==> src/rtl/core/pfkp_pkg.sv <==
// ----------------------------------------------------------------------------
// pfkp_pkg: shared types and constants of the flow key parser
// Parse phases, status codes, protocol numbers and the result record.
// ----------------------------------------------------------------------------
`timescale 1ns / 1ps
`default_nettype none

package pfkp_pkg;

    // Parse phase, one-hot
    typedef enum logic [5:0] {
        PH_ETH  = 6'b000001,
        PH_V4   = 6'b000010,
        PH_V6   = 6'b000100,
        PH_EXT  = 6'b001000,
        PH_L4   = 6'b010000,
        PH_DONE = 6'b100000
    } t_phase;

    // Result status codes
    localparam logic [1:0] ST_OK     = 2'd0;
    localparam logic [1:0] ST_TRUNC  = 2'd1;
    localparam logic [1:0] ST_NOTIP  = 2'd2;
    localparam logic [1:0] ST_EXTLIM = 2'd3;

    // Frame layout
    localparam logic [15:0] ETH_HDR_LEN  = 16'd14;
    localparam logic [15:0] V4_L4_START  = 16'd34;
    localparam logic [15:0] V6_L4_START  = 16'd54;
    localparam logic [15:0] ETYPE_IPV4   = 16'h0800;
    localparam logic [15:0] ETYPE_IPV6   = 16'h86DD;
    localparam logic [16:0] V6_HDR_LEN   = 17'd40;

    // Protocol / next-header numbers
    localparam logic [7:0] NH_HOPOPT   = 8'd0;
    localparam logic [7:0] NH_TCP      = 8'd6;
    localparam logic [7:0] NH_UDP      = 8'd17;
    localparam logic [7:0] NH_ROUTING  = 8'd43;
    localparam logic [7:0] NH_FRAGMENT = 8'd44;
    localparam logic [7:0] NH_AH       = 8'd51;
    localparam logic [7:0] NH_DSTOPTS  = 8'd60;

    // Minimum transport bytes and fragment header length
    localparam logic [15:0] TCP_HDR_LEN = 16'd20;
    localparam logic [15:0] UDP_HDR_LEN = 16'd8;
    localparam logic [11:0] FRAG_LEN    = 12'd8;

    // One parsed flow key
    typedef struct packed {
        logic [1:0]  status;
        logic [31:0] src_address;
        logic [31:0] dst_address;
        logic [7:0]  protocol;
        logic [15:0] src_port;
        logic [15:0] dst_port;
        logic [16:0] packet_length;
        logic [7:0]  tcp_flag_bits;
        logic [15:0] l4_offset;
    } t_result;

    // Extension headers that the walk skips
    function automatic logic is_ext(input logic [7:0] nh);
        is_ext = (nh == NH_HOPOPT) || (nh == NH_ROUTING) || (nh == NH_FRAGMENT) ||
                 (nh == NH_AH) || (nh == NH_DSTOPTS);
    endfunction

endpackage

`default_nettype wire

==> src/rtl/core/pfkp_parser.sv <==
// ----------------------------------------------------------------------------
// pfkp_parser: per-byte header walk
// Holds the parse state, advances it on every accepted byte and forms the
// flow key from the updated state when the byte closes the frame.
// ----------------------------------------------------------------------------
`timescale 1ns / 1ps
`default_nettype none

module pfkp_parser #(
    parameter int MAX_EXT_HEADERS = 8
) (
    input  wire                   i_clk,
    input  wire                   i_rst_n,
    input  wire                   i_accept,
    input  wire  [7:0]            i_data_byte,
    input  wire                   i_last_byte,
    input  wire                   i_ext_walk,
    output pfkp_pkg::t_result     o_result
);

    localparam int CW = $clog2(MAX_EXT_HEADERS + 1);
    localparam logic [CW-1:0] EXT_MAX = CW'(MAX_EXT_HEADERS);

    // Parse state
    pfkp_pkg::t_phase r_phase, n_phase;
    logic [15:0] r_off, n_off;
    logic [15:0] r_etype, n_etype;
    logic [7:0]  r_nh, n_nh;
    logic [15:0] r_hstart, n_hstart;
    logic [CW-1:0] r_extcnt, n_extcnt;
    logic [31:0] r_src, n_src;
    logic [31:0] r_dst, n_dst;
    logic [16:0] r_len, n_len;
    logic [7:0]  r_flags, n_flags;
    logic [15:0] r_sport, n_sport;
    logic [15:0] r_dport, n_dport;
    logic [7:0]  r_ext_nh, n_ext_nh;
    logic [11:0] r_ext_len, n_ext_len;
    logic [1:0]  r_err, n_err;

    logic [15:0] rel;
    logic        enter_req;
    logic [7:0]  enter_nh;
    logic [8:0]  opt_units;
    logic [9:0]  ah_units;
    logic [15:0] got;
    logic [15:0] need;
    logic [1:0]  status;
    logic        is_tcp;
    logic        is_udp;

    assign rel       = (r_off >= r_hstart) ? (r_off - r_hstart) : 16'd0;
    assign opt_units = {1'b0, i_data_byte} + 9'd1;
    assign ah_units  = {2'b00, i_data_byte} + 10'd2;

    // Advance the state by one byte
    always_comb begin
        n_phase   = r_phase;
        n_etype   = r_etype;
        n_nh      = r_nh;
        n_hstart  = r_hstart;
        n_extcnt  = r_extcnt;
        n_src     = r_src;
        n_dst     = r_dst;
        n_len     = r_len;
        n_flags   = r_flags;
        n_sport   = r_sport;
        n_dport   = r_dport;
        n_ext_nh  = r_ext_nh;
        n_ext_len = r_ext_len;
        n_err     = r_err;
        enter_req = 1'b0;
        enter_nh  = r_nh;

        unique case (r_phase)
            pfkp_pkg::PH_ETH: begin
                if (r_off == 16'd12 || r_off == 16'd13) begin
                    n_etype = {r_etype[7:0], i_data_byte};
                end
                if (r_off == 16'd13) begin
                    n_hstart = pfkp_pkg::ETH_HDR_LEN;
                    if (n_etype == pfkp_pkg::ETYPE_IPV4) begin
                        n_phase = pfkp_pkg::PH_V4;
                    end else if (n_etype == pfkp_pkg::ETYPE_IPV6) begin
                        n_phase = pfkp_pkg::PH_V6;
                    end else begin
                        n_err   = pfkp_pkg::ST_NOTIP;
                        n_phase = pfkp_pkg::PH_DONE;
                    end
                end
            end
            pfkp_pkg::PH_V4: begin
                if (rel == 16'd2 || rel == 16'd3) begin
                    n_len = {r_len[8:0], i_data_byte};
                end else if (rel == 16'd9) begin
                    n_nh = i_data_byte;
                end else if (rel >= 16'd12 && rel <= 16'd15) begin
                    n_src = {r_src[23:0], i_data_byte};
                end else if (rel >= 16'd16 && rel <= 16'd19) begin
                    n_dst = {r_dst[23:0], i_data_byte};
                end
                if (rel == 16'd19) begin
                    n_hstart = pfkp_pkg::V4_L4_START;
                    n_phase  = pfkp_pkg::PH_L4;
                end
            end
            pfkp_pkg::PH_V6: begin
                if (rel == 16'd4 || rel == 16'd5) begin
                    n_len = {r_len[8:0], i_data_byte};
                end else if (rel == 16'd6) begin
                    n_nh = i_data_byte;
                end else if (rel >= 16'd8 && rel <= 16'd11) begin
                    n_src = {r_src[23:0], i_data_byte};
                end else if (rel >= 16'd24 && rel <= 16'd27) begin
                    n_dst = {r_dst[23:0], i_data_byte};
                end
                if (rel == 16'd39) begin
                    n_len     = r_len + pfkp_pkg::V6_HDR_LEN;
                    n_hstart  = pfkp_pkg::V6_L4_START;
                    enter_req = 1'b1;
                    enter_nh  = r_nh;
                end
            end
            pfkp_pkg::PH_EXT: begin
                if (rel == 16'd0) begin
                    n_ext_nh = i_data_byte;
                end else if (rel == 16'd1) begin
                    if (r_nh == pfkp_pkg::NH_FRAGMENT) begin
                        n_ext_len = pfkp_pkg::FRAG_LEN;
                    end else if (r_nh == pfkp_pkg::NH_AH) begin
                        n_ext_len = {ah_units, 2'b00};
                    end else begin
                        n_ext_len = {opt_units, 3'b000};
                    end
                end else if (r_ext_len >= 12'd2 &&
                             rel == ({4'd0, r_ext_len} - 16'd1)) begin
                    n_hstart  = r_hstart + {4'd0, r_ext_len};
                    n_nh      = r_ext_nh;
                    enter_req = 1'b1;
                    enter_nh  = r_ext_nh;
                end
            end
            pfkp_pkg::PH_L4: begin
                if (r_nh == pfkp_pkg::NH_TCP || r_nh == pfkp_pkg::NH_UDP) begin
                    if (rel <= 16'd1) begin
                        n_sport = {r_sport[7:0], i_data_byte};
                    end else if (rel <= 16'd3) begin
                        n_dport = {r_dport[7:0], i_data_byte};
                    end else if (rel == 16'd13 && r_nh == pfkp_pkg::NH_TCP) begin
                        n_flags = i_data_byte;
                    end
                end
            end
            default: begin
            end
        endcase

        // Choose skip, limit or transport for the header now starting
        if (enter_req) begin
            if (i_ext_walk && pfkp_pkg::is_ext(enter_nh)) begin
                if (r_extcnt >= EXT_MAX) begin
                    n_err   = pfkp_pkg::ST_EXTLIM;
                    n_phase = pfkp_pkg::PH_DONE;
                end else begin
                    n_extcnt  = r_extcnt + CW'(1);
                    n_ext_nh  = 8'd0;
                    n_ext_len = 12'd0;
                    n_phase   = pfkp_pkg::PH_EXT;
                end
            end else begin
                n_phase = pfkp_pkg::PH_L4;
            end
        end
    end

    // Saturating frame offset
    assign n_off = (r_off == 16'hFFFF) ? r_off : (r_off + 16'd1);

    // Status of the frame as of this byte
    assign is_tcp = (n_nh == pfkp_pkg::NH_TCP);
    assign is_udp = (n_nh == pfkp_pkg::NH_UDP);
    assign got    = (n_off >= n_hstart) ? (n_off - n_hstart) : 16'd0;
    assign need   = is_tcp ? pfkp_pkg::TCP_HDR_LEN :
                    is_udp ? pfkp_pkg::UDP_HDR_LEN : 16'd0;

    always_comb begin
        status = n_err;
        if (n_err == pfkp_pkg::ST_OK) begin
            if (n_phase != pfkp_pkg::PH_L4) begin
                status = pfkp_pkg::ST_TRUNC;
            end else if (got < need || (n_extcnt != '0 && got == 16'd0)) begin
                status = pfkp_pkg::ST_TRUNC;
            end
        end
    end

    // Form the flow key; zero every field unless the status is ok
    always_comb begin
        o_result        = '0;
        o_result.status = status;
        if (status == pfkp_pkg::ST_OK) begin
            o_result.src_address   = n_src;
            o_result.dst_address   = n_dst;
            o_result.protocol      = n_nh;
            o_result.src_port      = (is_tcp || is_udp) ? n_sport : 16'd0;
            o_result.dst_port      = (is_tcp || is_udp) ? n_dport : 16'd0;
            o_result.packet_length = n_len;
            o_result.tcp_flag_bits = is_tcp ? n_flags : 8'd0;
            o_result.l4_offset     = n_hstart;
        end
    end

    // Hold state; advance on each item, clear after the last byte
    always_ff @(posedge i_clk) begin
        if (!i_rst_n || (i_accept && i_last_byte)) begin
            r_phase   <= pfkp_pkg::PH_ETH;
            r_off     <= '0;
            r_etype   <= '0;
            r_nh      <= '0;
            r_hstart  <= '0;
            r_extcnt  <= '0;
            r_src     <= '0;
            r_dst     <= '0;
            r_len     <= '0;
            r_flags   <= '0;
            r_sport   <= '0;
            r_dport   <= '0;
            r_ext_nh  <= '0;
            r_ext_len <= '0;
            r_err     <= '0;
        end else if (i_accept) begin
            r_phase   <= n_phase;
            r_off     <= n_off;
            r_etype   <= n_etype;
            r_nh      <= n_nh;
            r_hstart  <= n_hstart;
            r_extcnt  <= n_extcnt;
            r_src     <= n_src;
            r_dst     <= n_dst;
            r_len     <= n_len;
            r_flags   <= n_flags;
            r_sport   <= n_sport;
            r_dport   <= n_dport;
            r_ext_nh  <= n_ext_nh;
            r_ext_len <= n_ext_len;
            r_err     <= n_err;
        end
    end

endmodule

`default_nettype wire

==> src/rtl/core/packet_flow_key_parser.sv <==
// ----------------------------------------------------------------------------
// packet_flow_key_parser: Ethernet / IPv4 / IPv6 flow key extractor
//
// Slave stream: one frame byte per item in i_s_tdata, starting at the
// Ethernet destination address, i_s_tlast on the final byte. Master stream:
// one flow key per frame, status in o_m_tuser, key fields in o_m_tdata.
// i_cfg_we / i_cfg_wdata write the extension-walk mode bit (reset 1);
// write it only while no frame is in progress.
//
// Throughput is one byte per cycle while o_s_tready is high: the walk updates
// its state registers in the cycle the byte is accepted, with no loop over cycles.
// The flow key is registered and appears in the cycle after the last byte is
// accepted. The output register is the only buffer, so o_s_tready drops
// only while a key waits and the receiver holds i_m_tready low; bytes of
// the next frame keep flowing while a key waits otherwise.
//
// Reset is synchronous and active low: it clears the parse state and the
// output valid, and sets the mode bit to walk extension headers.
// ----------------------------------------------------------------------------
`timescale 1ns / 1ps
`default_nettype none

module packet_flow_key_parser #(
    parameter int MAX_EXT_HEADERS = 8
) (
    input  wire          i_clk,
    input  wire          i_rst_n,
    // mode register
    input  wire          i_cfg_we,
    input  wire          i_cfg_wdata,    // ipv6_ext_walk
    // frame byte stream
    input  wire          i_s_tvalid,
    output logic         o_s_tready,
    input  wire  [7:0]   i_s_tdata,      // [7:0] data_byte
    input  wire          i_s_tlast,      // last_byte
    // flow key stream
    output logic         o_m_tvalid,
    input  wire          i_m_tready,
    // [31:0] src_address, [63:32] dst_address, [71:64] protocol,
    // [87:72] src_port, [103:88] dst_port, [120:104] packet_length,
    // [128:121] tcp_flag_bits, [144:129] l4_offset, [151:145] zero
    output logic [151:0] o_m_tdata,
    output logic [1:0]   o_m_tuser       // [1:0] status
);

    logic              r_ext_walk;
    logic              r_valid;
    pfkp_pkg::t_result r_res;
    pfkp_pkg::t_result res;
    logic              in_accept;

    assign o_s_tready = !r_valid || i_m_tready;
    assign in_accept  = i_s_tvalid && o_s_tready;

    // Mode register
    always_ff @(posedge i_clk) begin
        if (!i_rst_n) begin
            r_ext_walk <= 1'b1;
        end else if (i_cfg_we) begin
            r_ext_walk <= i_cfg_wdata;
        end
    end

    pfkp_parser #(
        .MAX_EXT_HEADERS (MAX_EXT_HEADERS)
    ) u_parser (
        .i_clk       (i_clk),
        .i_rst_n     (i_rst_n),
        .i_accept    (in_accept),
        .i_data_byte (i_s_tdata),
        .i_last_byte (i_s_tlast),
        .i_ext_walk  (r_ext_walk),
        .o_result    (res)
    );

    // Output register: load on the last byte, drop once taken
    always_ff @(posedge i_clk) begin
        if (!i_rst_n) begin
            r_valid <= 1'b0;
        end else if (in_accept && i_s_tlast) begin
            r_valid <= 1'b1;
        end else if (i_m_tready) begin
            r_valid <= 1'b0;
        end
    end

    always_ff @(posedge i_clk) begin
        if (in_accept && i_s_tlast) begin
            r_res <= res;
        end
    end

    assign o_m_tvalid = r_valid;
    assign o_m_tuser  = r_res.status;
    assign o_m_tdata  = {7'd0, r_res.l4_offset, r_res.tcp_flag_bits, r_res.packet_length,
                         r_res.dst_port, r_res.src_port, r_res.protocol,
                         r_res.dst_address, r_res.src_address};

endmodule

`default_nettype wire

==> config.mk <==
export PLATFORM = sky130hd
export DESIGN_NAME = packet_flow_key_parser
export DESIGN_NICKNAME = d
export VERILOG_FILES = /design/src/rtl/core/pfkp_pkg.sv /design/src/rtl/core/pfkp_parser.sv /design/src/rtl/core/packet_flow_key_parser.sv
export SDC_FILE = /design/constraint.sdc
export NUM_CORES = 1
export LEC_CHECK = 0
export ABC_AREA = 1
export ABC_CLOCK_PERIOD_IN_PS = 7300
export BUFFER_PORTS_ARGS = -buffer_cell sky130_fd_sc_hd__buf_2
export CAP_MARGIN = 20
export CORE_ASPECT_RATIO = 1.25
export CORE_MARGIN = 1
export CORE_UTILIZATION = 29
export CTS_BUF_LIST = sky130_fd_sc_hd__clkbuf_4
export DETAILED_ROUTE_END_ITERATION = 8
export PLACE_DENSITY = 0.55
export REMOVE_ABC_BUFFERS = 1
export SLEW_MARGIN = 0
export SYNTH_ARGS = -nofsm -noshare
export SYNTH_HDL_FRONTEND = slang
export SYNTH_SLANG_ARGS = --single-unit
==> constraint.sdc <==
create_clock -name i_clk -period 7.3 [get_ports i_clk]
set_clock_uncertainty 0.1 [all_clocks]
set_input_delay 0.365 -clock i_clk [delete_from_list [all_inputs] [get_ports i_clk]]
set_output_delay 0.365 -clock i_clk [all_outputs]
set_load 0.1 [all_outputs]
==> results.sh, run 1 <==
export IMPL_clock_path_buffers=3
export IMPL_synth_top_area_frac=0.192
export IMPL_area_growth_synth_to_final_pct=18.2
export IMPL_dpl_worst_slack_ns=-0.108
export IMPL_hp_class="input port to register"
export IMPL_cts_sinks=358
export IMPL_cp_slowest_cell="fa_2"
export IMPL_cts_buffers=98
export IMPL_netSwitchingFraction=0.365
export IMPL_wire_per_inst_um=17.0
export IMPL_postSynthCellCount=3192
export IMPL_cellLeakagePower_nw=12.0
export IMPL_clkPwrFrac=0.342
export IMPL_end_kind="register"
export IMPL_synth_cell_type_count=66
export IMPL_wirelength_um=77600
export IMPL_worstMarginPinSlew_ns=1.06
export IMPL_drc_errors=0
export IMPL_synth_seq_area_share=0.376
export IMPL_critPathTopFamily="simple AND/OR/NAND/NOR gates"
export IMPL_pwr_share_comb=0.264
export IMPL_grt_pass1_vias=21011
export IMPL_synth_avg_cell_area_um2=7.20
export IMPL_p_seq_frac=0.394
export IMPL_via_per_inst=4.88
export IMPL_arrival_ns=7.46
export IMPL_numPortBuffers=163
export IMPL_powerDensity_nw_per_um2=211
export IMPL_synth_edff_count=147
export IMPL_core_area_um2=78600
export IMPL_fill_cells=8544
export IMPL_hold_violations=0
export IMPL_synth_ff_type="dfxtp_1"
export IMPL_place_hpwl_um=53500
export IMPL_die_w_um=254
export IMPL_grt_usage=0.189
export IMPL_maxSlewHeadroom=0.291
export IMPL_clk_pin_slew_ns=0.06
export IMPL_ant_nets=0
export IMPL_async_reset_ff_frac=0
export IMPL_ios=171
export IMPL_grt_ovfl_total=0
export IMPL_r2r_cells=48
export IMPL_drtIter0Drc=1401
export IMPL_reg2reg_to="o_m_tdata[14]"
export IMPL_grt_max_degree=105
export IMPL_whs_endpoint="u_parser.r_phase[1]"
export IMPL_crit_top_cell="nand2_1"
export IMPL_p_switching_mw=2.09
export IMPL_worstPathRequired_ns=7.86
export IMPL_critPathKind="register to register"
export IMPL_crit_buf_inv=7
export IMPL_grt_pass1_wl_um=118000
export IMPL_drv_slew=0
export IMPL_max_vdd_ir_drop_mv=0.0999
export IMPL_cp_max_fo=20
export IMPL_placementRows=115
export IMPL_gp_congestion=0.925
export IMPL_vias=22256
export IMPL_die_h_um=317
export IMPL_htreeDepth=3
export IMPL_min_from="i_s_tvalid"
export IMPL_start_util=0.292
export IMPL_finalCritPeriodShare=0.946
export IMPL_setup_ws_ns=0.393
export IMPL_synthTopCellsByArea="edfxtp_1 (19%), dfxtp_1 (18%), nand2_1 (8.7%)"
export IMPL_worst_hold_slack_ns=0.0964
export IMPL_drt_pass1_iterations=6
export IMPL_ys_seq_elements=358
export IMPL_rrSetupSlack_ns=0.39
export IMPL_drv_cap=0
export IMPL_intPower_mw=3.63
export IMPL_r2r_start="u_parser.r_off[0]"
export IMPL_die_area_um2=80300
export IMPL_fin_crit_ns=6.91
export IMPL_antenna_found_initial=3
export IMPL_worst_setup_path_start_kind="register"
export IMPL_status="finished, final reports clean"
export IMPL_crit_path_max_incr_delay_ns=0.40
export IMPL_synth_area_um2=23000
export IMPL_cts_root_buffer="clkbuf_4"
export IMPL_cts_tree="yes"
export IMPL_clock_fmax_mhz=145
export IMPL_yosys_warnings=0
export IMPL_drive_gt1_frac=0.169
export IMPL_clk_latency_ns=0.93
export IMPL_fin_nets=3494
export IMPL_hold_depth=4
export IMPL_yosys_area_top_type="edfxtp_1"
export IMPL_setup_violations=0
[metrics by stage]
step / utilization / area, um2 / std cells / setup TNS, ns / power (mW)
6_report: 0.345 / 27100 / 4560 / 0 / 5.72
5_1_grt: 0.345 / 27100 / 4560 / -0.344 / 6.06
3_5_place_dp: 0.321 / 25200 / 4335 / -5.05 / 3.71
3_3_place_gp: 0.321 / 25200 / 4335 / -8.42 / 3.71
4_1_cts: 0.340 / 26700 / 4532 / 0 / 5.71
2_1_floorplan: - / 22200 / 3022 / -2733.44 / 3.32
[area by class of cell]
type,count,area [um2],area share
well taps,1053,1320,0.0485
repair buffers,298,2070,0.0764
clock inverters,29,171,0.00632
diodes,3,7.51,0.000277
multi-input cells,2143,11800,0.434
flip-flops and latches,358,8650,0.319
clock buffers,155,1160,0.0429
inverters,521,1970,0.0727
[placed cells by master (no fill, tap or decap), types with 37 or more instances in the layout]
cell	netlist	layout
nor2_4	51	53
inv_1	513	506
buf_2	10	163
nand2_1	535	526
o21ai_0	381	374
nand3_1	104	101
o211ai_1	112	112
xor2_1	37	37
nor3_1	77	76
ha_1	56	46
edfxtp_1	147	147
buf_4	7	104
dfxtp_1	211	201
nor2_1	204	198
nand4_1	50	50
clkbuf_4	0	155
a21oi_1	353	349
[Yosys cell counts, types with 5 or more instances]
master	n
nor4_1	23
dfxtp_1	211
nor3_1	77
xnor2_1	16
nand3_1	104
a31oi_1	6
nand4_1	50
clkbuf_1	133
mux2i_1	8
ha_1	56
a211oi_1	28
nor2_4	51
buf_6	6
nand3b_1	8
o211ai_1	112
buf_1	14
inv_1	513
a221oi_1	20
o21ai_0	381
edfxtp_1	147
nand2_1	535
a21oi_1	353
buf_2	10
nor2_1	204
nand2_2	5
buf_12	5
buf_4	7
xor2_1	37
nand3_2	5
[power by group through the flow]
stage                     clock [mW]  sequential (mW)  combinational, mW
after detailed placement           0             2.29               1.41
after global placement             0             2.30               1.41
after CTS                       2.03             2.25               1.43
after global routing            2.13             2.26               1.67
after floorplan                    0             2.45              0.866
final                           1.95             2.25               1.51
[cells by family (layout without fill, tap and decap cells)]
family,count (synthesis),in the layout,synth area share
other,1,10,0.000163
multiplexers,8,8,0.00349
adder cells (fa/ha/maj),59,59,0.0331
AND/OR/NAND/NOR,1085,1085,0.219
flip-flops,358,358,0.376
AO/OA/AOI/OAI,931,931,0.226
XOR/XNOR,53,53,0.0202
buffers and inverters,697,1003,0.122
[worst reg2reg max path: cells and delay by family, from the launching register on]
family,cells,cell delay [ns]
xor+xnor,1,0.15
flops,1,0.35
compound gates,7,1.25
buf+inv,7,1.02
fa+ha+maj,3,0.93
simple gates,30,2.86
[what timing repair did]
item                                    in CTS  in global routing
hold endpoints to repair                    33                  0
resized for setup                            4                 64
endpoints found under the setup margin      73                146
cloned                                       0                  4
hold buffers                                13                  0
buffers inserted                             0                 20
pin swaps                                    0                 21
[state kept, by name, indices dropped and copies added (netlist names)]
| name | count |
|---|---|
| o_m_tuser | 2 |
| u_parser.r_phase | 6 |
| u_parser.r_off | 16 |
| u_parser.r_flags | 8 |
| u_parser.r_nh | 8 |
| u_parser.r_extcnt | 4 |
| u_parser.r_err | 2 |
| o_m_tdata | 145 |
| u_parser.r_dst | 32 |
| u_parser.r_sport | 16 |
| u_parser.r_src | 32 |
| u_parser.r_hstart | 16 |
| u_parser.r_dport | 16 |
| u_parser.r_ext_len | 12 |
| u_parser.r_etype | 16 |
| r_ext_walk | 1 |
| o_m_tvalid | 1 |
| u_parser.r_ext_nh | 8 |
| u_parser.r_len | 17 |
[metal layers]
layer,vias to the layer above,GRT usage,part of all wire
li1,11243,-,-
met1,10216,0.222,0.41
met2,616,0.333,0.49
met3,179,0.0298,0.049
met4,2,0.0928,0.045
met5,-,0,0.00017
[worst max path at each step]
stage | startpoint | endpoint | depth (start not counted)
after floorplan | u_parser.r_phase[2] | o_m_tdata[100] | 29
after global placement | u_parser.r_hstart[3] | o_m_tdata[44] | 45
after detailed placement | u_parser.r_off[0] | o_m_tdata[11] | 47
after CTS | u_parser.r_off[0] | o_m_tdata[44] | 47
after global routing | u_parser.r_off[0] | o_m_tdata[106] | 52
final | u_parser.r_off[0] | o_m_tdata[14] | 48
(Power assumes the default switching activity.)
==> inputs of run 2 (changes only) <==
--- a/config.mk
+++ b/config.mk
@@ -6,7 +6,7 @@
 export NUM_CORES = 1
 export LEC_CHECK = 0
 export ABC_AREA = 1
-export ABC_CLOCK_PERIOD_IN_PS = 7300
+export ABC_CLOCK_PERIOD_IN_PS = 6400
 export BUFFER_PORTS_ARGS = -buffer_cell sky130_fd_sc_hd__buf_2
 export CAP_MARGIN = 20
 export CORE_ASPECT_RATIO = 1.25
==> constraint.sdc (replaced) <==
create_clock -name i_clk -period 6.4 [get_ports i_clk]
set_clock_uncertainty 0.1 [all_clocks]
set_input_delay 0.32 -clock i_clk [delete_from_list [all_inputs] [get_ports i_clk]]
set_output_delay 0.32 -clock i_clk [all_outputs]
set_load 0.1 [all_outputs]
==> results.sh, run 2 (same netlist as run 1, synthesis figures left out) <==
export IMPL_core_area_um2=78600
export IMPL_gp_congestion=0.915
export IMPL_place_inst=4533
export IMPL_ant_nets=0
export IMPL_finalCritPeriodShare=1.04
export IMPL_rsz0062_at_grt="true"
export IMPL_worstMarginPinSlew_ns=1.02
export IMPL_drt_pass1_iterations=7
export IMPL_grt_pass1_vias=22406
export IMPL_min_from="i_cfg_we"
export IMPL_start_util=0.292
export IMPL_grt_max_degree=110
export IMPL_setup_violations=94
export IMPL_violations="setup timing"
export IMPL_r2r_start="u_parser.r_hstart[0]"
export IMPL_hold_violations=0
export IMPL_die_area_um2=80300
export IMPL_die_w_um=254
export IMPL_clock_fmax_mhz=150
export IMPL_worst_setup_path_start_kind="register"
export IMPL_worstSetupStartpoint="u_parser.r_hstart[0]"
export IMPL_setup_ws_ns=-0.276
export IMPL_numPortBuffers=163
export IMPL_crit_top_cell="buf_4"
export IMPL_area_growth_synth_to_final_pct=30.3
export IMPL_cts_root_buffer="clkbuf_4"
export IMPL_status="finished, violations left"
export IMPL_powerDensity_nw_per_um2=233
export IMPL_grt_ovfl_total=0
export IMPL_drv_cap=0
export IMPL_hold_depth=3
export IMPL_vias=23481
export IMPL_ios=171
export IMPL_grt_pass1_wl_um=125000
export IMPL_cts_tree="yes"
export IMPL_clk_pin_slew_ns=0.08
export IMPL_finalInstanceArea_um2=29900
export IMPL_final_cell_mix="inv_1 (500), nand2_1 (492), o21ai_0 (368)"
export IMPL_grt_usage=0.200
export IMPL_drc_errors=0
export IMPL_r2r_cells=56
export IMPL_drtIter0Drc=1484
export IMPL_wirelength_um=82000
export IMPL_drive_gt1_frac=0.251
export IMPL_cellLeakagePower_nw=13.5
export IMPL_final_common_cell="inv_1"
export IMPL_reg2reg_to="u_parser.r_len[16]"
export IMPL_max_vdd_ir_drop_mv=0.128
export IMPL_whs_endpoint="r_ext_walk"
export IMPL_largest_reg_flops=145
export IMPL_worstPathRequired_ns=7.18
export IMPL_crit_path_max_incr_delay_ns=0.34
export IMPL_via_per_inst=4.88
export IMPL_critPathKind="register to register"
export IMPL_rrSetupSlack_ns=-0.28
export IMPL_placementRows=115
export IMPL_drv_slew=0
export IMPL_place_hpwl_um=54900
export IMPL_cts_sinks=358
export IMPL_cts_buffers=97
export IMPL_wire_per_inst_um=17.0
export IMPL_clk_latency_ns=0.99
export IMPL_die_h_um=317
export IMPL_antenna_found_initial=3
export IMPL_final_cells=4815
export IMPL_cp_max_fo=6
export IMPL_arrival_ns=7.46
export IMPL_fin_crit_ns=6.68
export IMPL_cp_slowest_cell="dfxtp_2"
export IMPL_maxSlewHeadroom=0.304
export IMPL_end_kind="register"
export IMPL_fin_nets=3748
export IMPL_hp_class="input port to register"
export IMPL_htreeDepth=3
export IMPL_dpl_instance_area_um2=26600
export IMPL_clock_path_buffers=3
[run 2: where the power goes]
| group | switching [mW] | internal, mW | leakage (nW) |
|---|---|---|---|
| Clock | 1.09 | 1.13 | 0.773 |
| Combinational | 1.37 | 0.828 | 9.50 |
| Sequential | 0.0824 | 2.48 | 3.19 |
| Total | 2.55 | 4.43 | 13.5 |
[run 2: repair_timing]
action                                  CTS  global route
setup buffers                            50            19
endpoints found under the setup margin  145           147
pin swaps                                35            54
gates resized for setup                 117           118
hold endpoints to repair                 46             0
hold buffers                             16             0
gates cloned                             10             2
[run 2: cell type report]
cell class                      instances  area (um2)
Timing Repair Buffer                  553        4310
Antenna cell                            4        10.0
Clock buffer                          145        1090
Sequential cell                       358        8660
Fill cell                            8345       48600
Clock inverter                         38         223
Tap cell                             1053        1320
Multi-Input combinational cell       2143       12300
Inverter                              521        1980
[run 2: routing by layer]
| metal | vias up | track usage | part of all wire |
|---|---|---|---|
| li1 | 11759 | - | - |
| met4 | 2 | 0.106 | 0.049 |
| met1 | 10945 | 0.238 | 0.42 |
| met3 | 200 | 0.0291 | 0.043 |
| met2 | 575 | 0.347 | 0.49 |
| met5 | - | 0 | 0.00016 |
[run 2: worst max-delay path by stage]
stage,to,slack [ns],depth (start not counted)
finish,u_parser.r_len[16],-0.28,56
detailed placement,o_m_tdata[9],-0.50,46
global placement,o_m_tdata[5],-0.53,46
floorplan,o_m_tdata[100],-10.46,29
CTS,o_m_tdata[5],-0.20,49
global route,o_m_tdata[92],-0.59,51
[run 2: critical path: cells and delay by family (launching register included)]
| kind | cells | cell delay (ns) |
|---|---|---|
| AND/OR/NAND/NOR | 14 | 1.09 |
| buffers and inverters | 35 | 4.09 |
| flip-flops | 1 | 0.34 |
| AO/OA/AOI/OAI | 5 | 0.43 |
| adder cells (fa/ha/maj) | 2 | 0.49 |
[run 2: stage by stage]
stage	setup WS (ns)	TNS, ns	hold WS (ns)	util	total power, mW
floorplan	-10.46	-3186.14	0.318	-	3.79
global placement	-0.529	-58.25	0.349	0.339	4.49
detailed placement	-0.504	-54.22	0.358	0.339	4.50
CTS	-0.201	-12.70	0.0610	0.372	6.89
global route	-0.588	-67.13	0.142	0.381	7.38
finish	-0.276	-7.36	0.146	0.381	6.99
